## src/rtl/cdq_pkg.sv

```systemverilog
// ----------------------------------------------------------------------------
// cdq_pkg
// Command and status codes, controller states and the control structs that
// pass between the deque controller and its datapath.
// ----------------------------------------------------------------------------
package cdq_pkg;

   localparam logic [2:0] CMD_PUSH_REAR  = 3'd0;
   localparam logic [2:0] CMD_PUSH_FRONT = 3'd1;
   localparam logic [2:0] CMD_POP_REAR   = 3'd2;
   localparam logic [2:0] CMD_POP_FRONT  = 3'd3;
   localparam logic [2:0] CMD_QUERY      = 3'd4;

   localparam logic [1:0] ST_OK        = 2'd0;
   localparam logic [1:0] ST_UNDERFLOW = 2'd1;
   localparam logic [1:0] ST_OVERFLOW  = 2'd2;

   typedef enum logic [3:0] {
      S_IDLE = 4'b0001,
      S_EXEC = 4'b0010,
      S_READ = 4'b0100,
      S_RESP = 4'b1000
   } state_type;

   typedef enum logic [2:0] {
      OP_NONE       = 3'd0,
      OP_PUSH_REAR  = 3'd1,
      OP_PUSH_FRONT = 3'd2,
      OP_POP_REAR   = 3'd3,
      OP_POP_FRONT  = 3'd4
   } op_type;

   // Controller to datapath.
   typedef struct packed {
      logic       load_value;
      logic       exec;
      op_type     op;
      logic [1:0] status;
      logic       read;
   } dp_cmd_type;

   // Datapath to controller.
   typedef struct packed {
      logic empty;
      logic full;
   } dp_stat_type;

endpackage

```

## src/rtl/cdq_if.sv

```systemverilog
// ----------------------------------------------------------------------------
// cdq_if
// Valid/ready channels for deque requests and responses.
// ----------------------------------------------------------------------------
interface cdq_req_if #(
   parameter int DATA_WIDTH = 32
);
   logic                         valid;
   logic                         ready;
   logic [2:0]                   command;
   logic signed [DATA_WIDTH-1:0] value;

   modport source (output valid, command, value, input ready);
   modport sink   (input valid, command, value, output ready);
endinterface

interface cdq_rsp_if #(
   parameter int DATA_WIDTH = 32,
   parameter int CNT_WIDTH  = 5
);
   logic                         valid;
   logic                         ready;
   logic [1:0]                   status;
   logic signed [DATA_WIDTH-1:0] front_value;
   logic signed [DATA_WIDTH-1:0] rear_value;
   logic [CNT_WIDTH-1:0]         item_count;
   logic                         empty_flag;
   logic                         is_full;

   modport source (output valid, status, front_value, rear_value, item_count,
                   empty_flag, is_full, input ready);
   modport sink   (input valid, status, front_value, rear_value, item_count,
                   empty_flag, is_full, output ready);
endinterface

```

## src/rtl/cdq_ctrl.sv

```systemverilog
// ----------------------------------------------------------------------------
// cdq_ctrl
// Sequencer for one request: latch, execute, read back the ends, respond.
// ----------------------------------------------------------------------------
module cdq_ctrl
   import cdq_pkg::*;
(
   input  logic        clock,
   input  logic        reset,
   input  logic        req_valid,
   input  logic [2:0]  req_command,
   output logic        req_ready,
   output logic        rsp_valid,
   input  logic        rsp_ready,
   input  dp_stat_type dp_stat,
   output dp_cmd_type  dp_cmd
);

   state_type  state_ff, state_in;
   logic [2:0] command_ff, command_in;
   op_type     op;
   logic [1:0] status;

   assign req_ready = (state_ff == S_IDLE);
   assign rsp_valid = (state_ff == S_RESP);

   // Decode the latched command against the current fill level.
   always_comb begin
      op     = OP_NONE;
      status = ST_OK;
      case (command_ff)
         CMD_PUSH_REAR: begin
            if (dp_stat.full) status = ST_OVERFLOW;
            else              op     = OP_PUSH_REAR;
         end
         CMD_PUSH_FRONT: begin
            if (dp_stat.full) status = ST_OVERFLOW;
            else              op     = OP_PUSH_FRONT;
         end
         CMD_POP_REAR: begin
            if (dp_stat.empty) status = ST_UNDERFLOW;
            else               op     = OP_POP_REAR;
         end
         CMD_POP_FRONT: begin
            if (dp_stat.empty) status = ST_UNDERFLOW;
            else               op     = OP_POP_FRONT;
         end
         // Query and the unused codes leave the state alone.
         default: begin
            op     = OP_NONE;
            status = ST_OK;
         end
      endcase
   end

   always_comb begin
      state_in   = state_ff;
      command_in = command_ff;
      case (state_ff)
         S_IDLE: begin
            if (req_valid) begin
               command_in = req_command;
               state_in   = S_EXEC;
            end
         end
         S_EXEC:  state_in = S_READ;
         S_READ:  state_in = S_RESP;
         S_RESP: begin
            if (rsp_ready) state_in = S_IDLE;
         end
         default: state_in = S_IDLE;
      endcase
   end

   always_comb begin
      dp_cmd.load_value = (state_ff == S_IDLE) && req_valid;
      dp_cmd.exec       = (state_ff == S_EXEC);
      dp_cmd.op         = (state_ff == S_EXEC) ? op : OP_NONE;
      dp_cmd.status     = status;
      dp_cmd.read       = (state_ff == S_READ);
   end

   always_ff @(posedge clock) begin
      if (reset) begin
         state_ff <= S_IDLE;
      end else begin
         state_ff <= state_in;
      end
   end

   always_ff @(posedge clock) begin
      command_ff <= command_in;
   end

   a_accept_to_exec: assert property (@(posedge clock) disable iff (reset)
      (req_valid && req_ready) |=> (state_ff == S_EXEC))
      else $error("accepted request did not start execution");

   a_exec_read_resp: assert property (@(posedge clock) disable iff (reset)
      (state_ff == S_EXEC) |=> (state_ff == S_READ) ##1 rsp_valid)
      else $error("execution did not lead to a response");

   a_one_in_flight: assert property (@(posedge clock) disable iff (reset)
      (rsp_valid && !rsp_ready) |=> (rsp_valid && !req_ready))
      else $error("stalled response lost or new request taken");

endmodule

```

## src/rtl/cdq_dpath.sv

```systemverilog
// ----------------------------------------------------------------------------
// cdq_dpath
// Circular slot store with head and tail indices, fill count and the
// response registers.
// ----------------------------------------------------------------------------
module cdq_dpath
   import cdq_pkg::*;
#(
   parameter int DEPTH      = 16,
   parameter int DATA_WIDTH = 32,
   parameter int IDX_WIDTH  = $clog2(DEPTH),
   parameter int CNT_WIDTH  = $clog2(DEPTH + 1)
) (
   input  logic                         clock,
   input  logic                         reset,
   input  logic signed [DATA_WIDTH-1:0] req_value,
   input  dp_cmd_type                   dp_cmd,
   output dp_stat_type                  dp_stat,
   output logic [1:0]                   rsp_status,
   output logic signed [DATA_WIDTH-1:0] rsp_front_value,
   output logic signed [DATA_WIDTH-1:0] rsp_rear_value,
   output logic [CNT_WIDTH-1:0]         rsp_item_count,
   output logic                         rsp_empty_flag,
   output logic                         rsp_is_full
);

   localparam logic [IDX_WIDTH-1:0] LAST_IDX = IDX_WIDTH'(DEPTH - 1);
   localparam logic [CNT_WIDTH-1:0] FULL_CNT = CNT_WIDTH'(DEPTH);

   logic [DATA_WIDTH-1:0] mem [DEPTH];

   logic [IDX_WIDTH-1:0]  head_ff, head_in;
   logic [IDX_WIDTH-1:0]  tail_ff, tail_in;
   logic [CNT_WIDTH-1:0]  count_ff, count_in;
   logic [DATA_WIDTH-1:0] value_ff;
   logic [1:0]            status_ff;
   logic [DATA_WIDTH-1:0] front_ff, rear_ff;

   logic                  wr_en;
   logic [IDX_WIDTH-1:0]  wr_addr;
   logic [IDX_WIDTH-1:0]  head_prev, head_next, tail_prev, tail_next;

   function automatic logic [IDX_WIDTH-1:0] idx_next(input logic [IDX_WIDTH-1:0] i);
      return (i == LAST_IDX) ? '0 : i + 1'b1;
   endfunction

   function automatic logic [IDX_WIDTH-1:0] idx_prev(input logic [IDX_WIDTH-1:0] i);
      return (i == '0) ? LAST_IDX : i - 1'b1;
   endfunction

   assign head_prev = idx_prev(head_ff);
   assign head_next = idx_next(head_ff);
   assign tail_prev = idx_prev(tail_ff);
   assign tail_next = idx_next(tail_ff);

   assign dp_stat.empty = (count_ff == '0);
   assign dp_stat.full  = (count_ff == FULL_CNT);

   always_comb begin
      head_in  = head_ff;
      tail_in  = tail_ff;
      count_in = count_ff;
      wr_en    = 1'b0;
      wr_addr  = tail_ff;
      case (dp_cmd.op)
         OP_PUSH_REAR: begin
            wr_en    = 1'b1;
            wr_addr  = tail_ff;
            tail_in  = tail_next;
            count_in = count_ff + 1'b1;
         end
         OP_PUSH_FRONT: begin
            // The head steps back, wrapping from slot zero to the last slot.
            wr_en    = 1'b1;
            wr_addr  = head_prev;
            head_in  = head_prev;
            count_in = count_ff + 1'b1;
         end
         OP_POP_REAR: begin
            tail_in  = tail_prev;
            count_in = count_ff - 1'b1;
         end
         OP_POP_FRONT: begin
            head_in  = head_next;
            count_in = count_ff - 1'b1;
         end
         default: begin
            head_in  = head_ff;
            tail_in  = tail_ff;
            count_in = count_ff;
         end
      endcase
   end

   always_ff @(posedge clock) begin
      if (reset) begin
         head_ff  <= '0;
         tail_ff  <= '0;
         count_ff <= '0;
      end else begin
         head_ff  <= head_in;
         tail_ff  <= tail_in;
         count_ff <= count_in;
      end
   end

   // The read happens in the cycle after the write, so it sees the new entry.
   always_ff @(posedge clock) begin
      if (wr_en) mem[wr_addr] <= value_ff;
      if (dp_cmd.read) begin
         front_ff <= mem[head_ff];
         rear_ff  <= mem[tail_prev];
      end
   end

   always_ff @(posedge clock) begin
      if (dp_cmd.load_value) value_ff <= req_value;
      if (dp_cmd.exec)       status_ff <= dp_cmd.status;
   end

   assign rsp_status      = status_ff;
   assign rsp_front_value = dp_stat.empty ? '0 : front_ff;
   assign rsp_rear_value  = dp_stat.empty ? '0 : rear_ff;
   assign rsp_item_count  = count_ff;
   assign rsp_empty_flag  = dp_stat.empty;
   assign rsp_is_full     = dp_stat.full;

   a_count_bound: assert property (@(posedge clock) disable iff (reset)
      count_ff <= FULL_CNT)
      else $error("fill count above capacity");

   a_overflow_full: assert property (@(posedge clock) disable iff (reset)
      (dp_cmd.exec && dp_cmd.status == ST_OVERFLOW) |=> $stable(count_ff))
      else $error("refused push changed the fill count");

endmodule

```

## src/rtl/circular_deque_top.sv

```systemverilog
// ----------------------------------------------------------------------------
// circular_deque_top
// Fixed-capacity double-ended queue in a circular slot store.
// ----------------------------------------------------------------------------
// Each request carries a command (push rear, push front, pop rear, pop front,
// query) and a data word, and returns exactly one response with the status,
// the front and rear entries after the command (zero when empty), the count
// and the empty and full flags. A push into a full deque or a pop from an
// empty one is refused with overflow or underflow and leaves the contents
// alone. One request is handled at a time: it is accepted, executed in the
// next cycle, the slot store is read at the head and rear in the cycle after,
// and the response is then presented and held until it is taken. The
// sequence is set by the registered reads of the slot store after its write.
// No clearing pass is needed after reset.
// ----------------------------------------------------------------------------
module circular_deque_top
   import cdq_pkg::*;
#(
   parameter int DEPTH      = 16,
   parameter int DATA_WIDTH = 32
) (
   input  logic       clock,
   input  logic       reset,
   cdq_req_if.sink    req_ch,
   cdq_rsp_if.source  rsp_ch
);

   localparam int CNT_WIDTH = $clog2(DEPTH + 1);

   dp_cmd_type  dp_cmd;
   dp_stat_type dp_stat;

   cdq_ctrl u_ctrl (
      .clock       (clock),
      .reset       (reset),
      .req_valid   (req_ch.valid),
      .req_command (req_ch.command),
      .req_ready   (req_ch.ready),
      .rsp_valid   (rsp_ch.valid),
      .rsp_ready   (rsp_ch.ready),
      .dp_stat     (dp_stat),
      .dp_cmd      (dp_cmd)
   );

   cdq_dpath #(
      .DEPTH      (DEPTH),
      .DATA_WIDTH (DATA_WIDTH),
      .CNT_WIDTH  (CNT_WIDTH)
   ) u_dpath (
      .clock           (clock),
      .reset           (reset),
      .req_value       (req_ch.value),
      .dp_cmd          (dp_cmd),
      .dp_stat         (dp_stat),
      .rsp_status      (rsp_ch.status),
      .rsp_front_value (rsp_ch.front_value),
      .rsp_rear_value  (rsp_ch.rear_value),
      .rsp_item_count  (rsp_ch.item_count),
      .rsp_empty_flag  (rsp_ch.empty_flag),
      .rsp_is_full     (rsp_ch.is_full)
   );

endmodule

```

## src/flat_wrapper.sv

```systemverilog
// flat-port wrapper written by rule: the top's interface ports become plain ports
module circular_deque_top_flat import cdq_pkg::*;
#(
   parameter int DEPTH      = 16,
   parameter int DATA_WIDTH = 32
)
  (clock, reset, req_ch_valid, req_ch_command, req_ch_value, req_ch_ready, rsp_ch_valid, rsp_ch_status, rsp_ch_front_value, rsp_ch_rear_value, rsp_ch_item_count, rsp_ch_empty_flag, rsp_ch_is_full, rsp_ch_ready);
  cdq_req_if #(.DATA_WIDTH(DATA_WIDTH)) req_ch_i ();
  cdq_rsp_if #(.DATA_WIDTH(DATA_WIDTH), .CNT_WIDTH(($clog2(DEPTH + 1)))) rsp_ch_i ();
  input  logic clock;
  input  logic reset;
  input wire logic [$bits(req_ch_i.valid)-1:0] req_ch_valid;
  input wire logic [$bits(req_ch_i.command)-1:0] req_ch_command;
  input wire logic [$bits(req_ch_i.value)-1:0] req_ch_value;
  output wire logic [$bits(req_ch_i.ready)-1:0] req_ch_ready;
  output wire logic [$bits(rsp_ch_i.valid)-1:0] rsp_ch_valid;
  output wire logic [$bits(rsp_ch_i.status)-1:0] rsp_ch_status;
  output wire logic [$bits(rsp_ch_i.front_value)-1:0] rsp_ch_front_value;
  output wire logic [$bits(rsp_ch_i.rear_value)-1:0] rsp_ch_rear_value;
  output wire logic [$bits(rsp_ch_i.item_count)-1:0] rsp_ch_item_count;
  output wire logic [$bits(rsp_ch_i.empty_flag)-1:0] rsp_ch_empty_flag;
  output wire logic [$bits(rsp_ch_i.is_full)-1:0] rsp_ch_is_full;
  input wire logic [$bits(rsp_ch_i.ready)-1:0] rsp_ch_ready;
  assign req_ch_i.valid = req_ch_valid;
  assign req_ch_i.command = req_ch_command;
  assign req_ch_i.value = req_ch_value;
  assign req_ch_ready = req_ch_i.ready;
  assign rsp_ch_valid = rsp_ch_i.valid;
  assign rsp_ch_status = rsp_ch_i.status;
  assign rsp_ch_front_value = rsp_ch_i.front_value;
  assign rsp_ch_rear_value = rsp_ch_i.rear_value;
  assign rsp_ch_item_count = rsp_ch_i.item_count;
  assign rsp_ch_empty_flag = rsp_ch_i.empty_flag;
  assign rsp_ch_is_full = rsp_ch_i.is_full;
  assign rsp_ch_i.ready = rsp_ch_ready;
  circular_deque_top #(.DEPTH(DEPTH), .DATA_WIDTH(DATA_WIDTH)) u_core (.clock(clock), .reset(reset), .req_ch(req_ch_i), .rsp_ch(rsp_ch_i));
endmodule
```

## config.mk

```make
export PLATFORM = sky130hd
export DESIGN_NAME = circular_deque_top_flat
export DESIGN_NICKNAME = d
export VERILOG_FILES = /design/src/rtl/cdq_pkg.sv /design/src/rtl/cdq_if.sv /design/src/rtl/cdq_ctrl.sv /design/src/rtl/cdq_dpath.sv /design/src/rtl/circular_deque_top.sv /design/src/flat_wrapper.sv
export SDC_FILE = /design/constraint.sdc
export NUM_CORES = 1
export LEC_CHECK = 0
export ABC_AREA = 1
export BUFFER_PORTS_ARGS = -buffer_cell sky130_fd_sc_hd__buf_4
export CAP_MARGIN = 20
export CORE_MARGIN = 4
export CORE_UTILIZATION = 40
export CTS_BUF_LIST = sky130_fd_sc_hd__clkbuf_2 sky130_fd_sc_hd__clkbuf_4 sky130_fd_sc_hd__clkbuf_8
export DETAILED_ROUTE_END_ITERATION = 12
export PLACE_DENSITY = 0.63
export SLEW_MARGIN = 15
export SYNTH_ARGS = -nofsm -noshare
export SYNTH_HDL_FRONTEND = slang
export SYNTH_HIERARCHICAL = 1
export SYNTH_SLANG_ARGS = --single-unit
export TNS_END_PERCENT = 10
```

## constraint.sdc

```tcl
create_clock -name clock -period 5.5 [get_ports clock]
set_clock_uncertainty 0.2 [all_clocks]
set_input_delay 0.825 -clock clock [delete_from_list [all_inputs] [get_ports clock]]
set_output_delay 0.825 -clock clock [all_outputs]
set_load 0.01 [all_outputs]
```

==> After elaboration in Yosys (flattened, before gate mapping) <==
Memory sizes are Yosys's and may differ from the RTL's. A register that Yosys moved wholly into a read port is not among the register bits.
Index checks and enable logic that the tools add are counted.
{ "classes": {"mux": 25, "reduce_logical": 14, "eq_ne": 16, "add_sub_neg": 6} }
{ "ops": {"columns": ["cell", "count"], "rows": [
  ["$mux W32", 2],
  ["$mux W4", 7],
  ["$pmux W4 S2", 2],
  ["$pmux W4 S4", 1],
  ["$eq A3 B2 Y1 const B", 4],
  ["$eq A4 B4 Y1 const B", 3],
  ["$pmux W3 S4", 1],
  ["$pmux W5 S2", 1],
  ["$add A4 B1 Y4 const B", 2],
  ["$logic_not A4 Y1", 2],
  ["$reduce_or A2 Y1", 4],
  ["$sub A4 B1 Y4 const B", 2],
  ["$eq A3 B1 Y1 const B", 2],
  ["$mux W2", 3],
  ["$mux W3", 2],
  ["$reduce_bool A2 Y1", 3],
  ["$add A5 B1 Y5 const B", 1],
  ["$eq A5 B5 Y1 const B", 1],
  ["$logic_not A5 Y1", 1],
  ["$mux W1", 5],
  ["$sub A5 B1 Y5 const B", 1],
  ["$eq A4 B1 Y1 const B", 1],
  ["$eq A4 B2 Y1 const B", 1],
  ["$eq A4 B3 Y1 const B", 1],
  ["7 further kinds", 8]
]} }
{ "totals": {"ff_bits": 54, "word_cells": 69, "ramBits": 512, "memories": 1, "input_bits": 39} }
{ "memory_table": {"columns": ["memory", "words", "word_bits", "rd", "rd_ports_with_merged_regs", "write_ports", "line", "source"], "rows": [
  ["u_core.u_dpath.mem", 16, 32, 2, 2, 1, "cdq_dpath.sv:30", "logic [DATA_WIDTH-1:0] mem [DEPTH];"]
]} }

==> Longest topological paths before layout <==
{ "logic_depth": {"ltp_word": 9, "ltp_mapped": 23} }

==> Hierarchy <==
The synthesis kept the hierarchy.
{ "by_module_without_submodules": {"columns": ["mod", "instances", "cells_each", "seq_area_each_um2", "area_per_inst_um2"], "rows": [
  ["cdq_dpath", 1, 3320, 18577.8, 30787.0],
  ["cdq_ctrl", 1, 56, 170.2, 390.4]
]} }

==> Least setup slack after synthesis <==
OpenSTA, ideal clock, no wires.
{ "synth_timing": {"path_type": "flip-flop to flip-flop", "start": "reg u_core.u_dpath.count_ff[1] (netlist: u_core/u_dpath/rsp_item_count[1])", "end": "mem u_core.u_dpath.mem[7][0], enable pin", "setup_slack_ns": 0.888, "synth_period_minus_slack_ns": 4.612, "required_time_ns": 4.879, "path_stages_with_launch": 15, "arrival_time_ns": 3.991, "cell_sequence": "dfxtp_1 > nor4_1 > nand2_1 > clkbuf_1 > clkbuf_1 > inv_1 > buf_4 > inv_1 > nand4_1 > a21oi_1 > nand3_2 > or2_1 > o21ai_0 > nand3_1 > nor2_1"} }
{ "synth_rtl": {"columns": ["item", "line", "source"], "rows": [
  ["from (decl)", "cdq_dpath.sv:34", "logic [CNT_WIDTH-1:0] count_ff, count_in;"],
  ["from (signal assigned)", "cdq_dpath.sv:103", "count_ff <= count_in;"],
  ["to (decl)", "cdq_dpath.sv:30", null]
]} }

==> results.md <==
* Worst setup SP type: flip-flop
* Maximum root-to-sink buffer count at 3
* Static Leak at 14.0 nW
* Required time at the endpoint of the critical path at 5690 ps
* Via count at 24900
* Proportion of synthesized chip area in sequential cells at 60.1%
* Count of nets after finishing at 3449
* WHS Path Cells at 1
* Timing-limited maximum frequency at 242 MHz
* Most instantiated library cell after synthesis: nand2_1
* Count of state elements after synthesis at 630
* Initial antenna violation count at 3
* Post-synthesis cell area at 31200 um^2
* Die width at 287 um
* Final Cycle Share at 75.2%
* Clock tree from TritonCTS: done
* Area of the core at 77300 um^2
* Number of global-route vias before repair at 23800
* Placement Setup Slack at 1420 ps
* GRT Total Usage at 22.6%
* Number of unique standard cell types used by synthesis at 37
* CTS Root Cell: clkbuf_8
* Chain of cells forming the critical path: nor4_1 -> inv_1 -> nor2_1 -> inv_1 -> nand4_1 -> a21oi_1 -> inv_1 -> nand3_2 -> or2_1 -> o21ai_0 -> nand3_1 -> nor2_4 -> buf_12
* Post-Synthesis Net Count at 3423
* Unrepaired setup endpoints after global routing: no
* CTS hold repair buffers at 0
* Worst hold path class: in2reg
* CP endpoint kind: flip-flop
* Final setup violation count at 0
* Mean cell area of the mapped netlist at 9.24 um^2
* Count of H-tree levels built during CTS at 3
* Arrival @ worst endpoint at 4320 ps
* Reg2reg setup slack at 1370 ps
* Initial standard-cell utilization of the core at 40.3%
* Worst Path Max Fanout at 17
* R2r endpoint: u_core/u_dpath/mem[3][4]$_DFFE_PP_
* Startpoint of the lowest-slack register-to-register path: u_core/u_dpath/rsp_item_count[0]$_SDFFE_PP0P_
* Period minus WS final at 4130 ps
* Peak supply drop at 0.167 mV
* Post-CTS repair timing setup buffer count at 0
* DRC violation count after routing at 0
* Most used standard cells in the synthesized netlist: 778 x nand2_1, 667 x nand3_1, 613 x edfxtp_1
* Total cell area at the placement stage at 32800 um^2
* Overflow left after global routing at 0
* Die outline height at 287 um
* Number of max-capacitance violations reported at 0
* Final-layout fill cell count at 7378
* PortBufs at 113
* Full die area at 82500 um^2
* Routed WL per cell at 20.9 um
* Share of async-settable or async-resettable flops after synthesis at 0%
* Top area cells in the synthesized netlist: edfxtp_1 59%, nand3_1 11%, nand2_1 9.4%
* Post-cts repair resize count at 0
* Clock-pin transition on the worst setup and hold timing paths at 60 ps
* Worst slew margin at 27.0%
* Via-to-Cell Ratio at 5.49
* Power per cell area at 282 nW/um^2
* Total power of the final layout at 9.85 mW
* I/O pin cnt at 114
* Final Instance Area at 34900 um^2
* Cell at the slowest stage of the critical path: nor2_4
* Number of nets with antenna violations after routing at 0
* First drt pass iteration count at 5
* Top FF cell, synth: edfxtp_1
* Number of clock sinks at 630
* Final total negative setup slack at 0 ps
* Number of instances in the placed design at 4334
* Hold Fails Final Rpt at 0
* Type of the worst setup path: reg2reg
* Ratio of cells with drive above 1 in the final layout at 10.9%
* FF-to-FF path depth at 13
* Placed wire-length estimate after detailed placement at 52600 um
* Area fraction of the dominant cell type after synthesis at 59.0%
* Insertion delay of the later-clocked pin in the worst-skew pair at 720 ps
* DRT iter0 DRCs at 2727
* Maximum number of pins on one net before global-route repair at 197
* Total length of routed wires at 94900 um
* Run status: finished, final reports clean
* Launch point of the critical path: u_core/u_dpath/rsp_item_count[0]$_SDFFE_PP0P_
* Crit-path max cell delay at 810 ps
* Capturing instance or port of the critical path: u_core/u_dpath/mem[3][4]$_DFFE_PP_
* Pins Over Slew Limit at 0
* Layout overhead on the synthesized area at 12.0%
* Num CTS Buffers at 105
* Number of rows created at floorplan at 102
* Transition time at the pin with the least slew margin at 1090 ps
* Non-filler cells in the finished layout at 4531
* First-pass GRT wire length at 144000 um
* Post-layout worst setup margin at 1370 ps
* Synthesized instance count at 3376
* Last weighted congestion value of the routability-driven placer at 0.840
* Number of enable flip-flop cells after synthesis at 613
* Worst path most repeated cell: inv_1
* Yosys warning count at 6
* Leading area contributor after synthesis: edfxtp_1
placed cells by master (no fill, tap or decap), types with 3 or more instances in the layout:
master and n:
nor2_4 18, clkinv_2 17, inv_1 353, nand3_1 667
nand2_1 777, clkinv_1 23, bufinv_16 3, o22ai_1 11
nand3b_1 21, xor2_1 3, clkbuf_4 41, buf_4 154
inv_2 7, o21ai_0 270, clkbuf_8 107, ha_1 6
edfxtp_1 613, dfxtp_1 13, clkinvlp_4 3, nor2_1 120
dfxtp_4 3, a31oi_1 3, o211ai_1 43, a21oi_1 170
nand4_1 5, o21ai_1 4, buf_12 7
report_power, final:
part	switching [mW]	internal [mW]
Combinational	0.167	0.0819
Sequential	0.104	5.33
Clock	1.93	2.23
worst max-delay path: cells and delay by family, from the launching register on:
| family | cells | cell delay (ps) |
|---|---|---|
| buf+inv | 4 | 530 |
| simple gates | 7 | 2500 |
| flops | 1 | 350 |
| compound gates | 2 | 230 |
stage by stage:
stage               hold slack [ps]  util [%]
floorplan                       296         -
global placement                281      42.4
detailed placement              301      42.4
CTS                            14.1      45.1
global route                   24.6      45.1
finish                         82.5      45.1
final cells by class:
type	count	area, um^2	share of cell area, %
tap	1040	1300	3.73
antenna	1	2.50	0.00717
inverter	364	1380	3.94
clock buffer	148	1780	5.10
timing repair buffer	162	1320	3.79
multi-input combinational	2139	10100	28.8
sequential	630	18800	53.7
clock inverter	47	310	0.889
kinds of logic (layout without fill, tap and decap cells):
logic type,Yosys count,after routing,share of synthesized area (%)
AO/OA/AOI/OAI,505,505,8.55
XOR/XNOR,3,3,0.0843
adder cells (fa/ha/maj),8,8,0.345
buffers and inverters,607,721,8.21
flip-flops,630,630,60.1
other,0,1,0
AND/OR/NAND/NOR,1623,1623,22.7
flip-flops by register name, indices dropped and copies added (netlist names):
signal	flops
u_core/u_dpath/mem	512
u_core/u_dpath/rear_ff	32
u_core/u_dpath/head_ff	4
u_core/u_ctrl/state_ff	4
u_core/u_dpath/rsp_item_count	5
u_core/u_dpath/front_ff	32
u_core/u_dpath/value_ff	32
u_core/u_ctrl/command_ff	3
u_core/u_dpath/tail_ff	4
u_core/u_dpath/rsp_status	2
worst min-delay path by stage:
stage / from / end / slack [ps]
global route: req_ch_value[27] / u_core/u_dpath/value_ff[27]$_DFFE_PP_ / 20
CTS: req_ch_value[27] / u_core/u_dpath/value_ff[27]$_DFFE_PP_ / 10
floorplan: u_core/u_dpath/rsp_item_count[0]$_SDFFE_PP0P_ / u_core/u_dpath/rsp_item_count[0]$_SDFFE_PP0P_ / 300
detailed placement: u_core/u_dpath/rsp_item_count[0]$_SDFFE_PP0P_ / u_core/u_dpath/rsp_item_count[0]$_SDFFE_PP0P_ / 300
global placement: u_core/u_dpath/rsp_item_count[0]$_SDFFE_PP0P_ / u_core/u_dpath/rsp_item_count[0]$_SDFFE_PP0P_ / 280
finish: req_ch_value[22] / u_core/u_dpath/value_ff[22]$_DFFE_PP_ / 80
per-layer routing:
layer	track usage, %	share of wire [%]
met1	31.2	41
met2	36.1	47
met4	8.69	3.4
met5	0	0
met3	3.29	8.3
(Power assumes the default switching activity.)
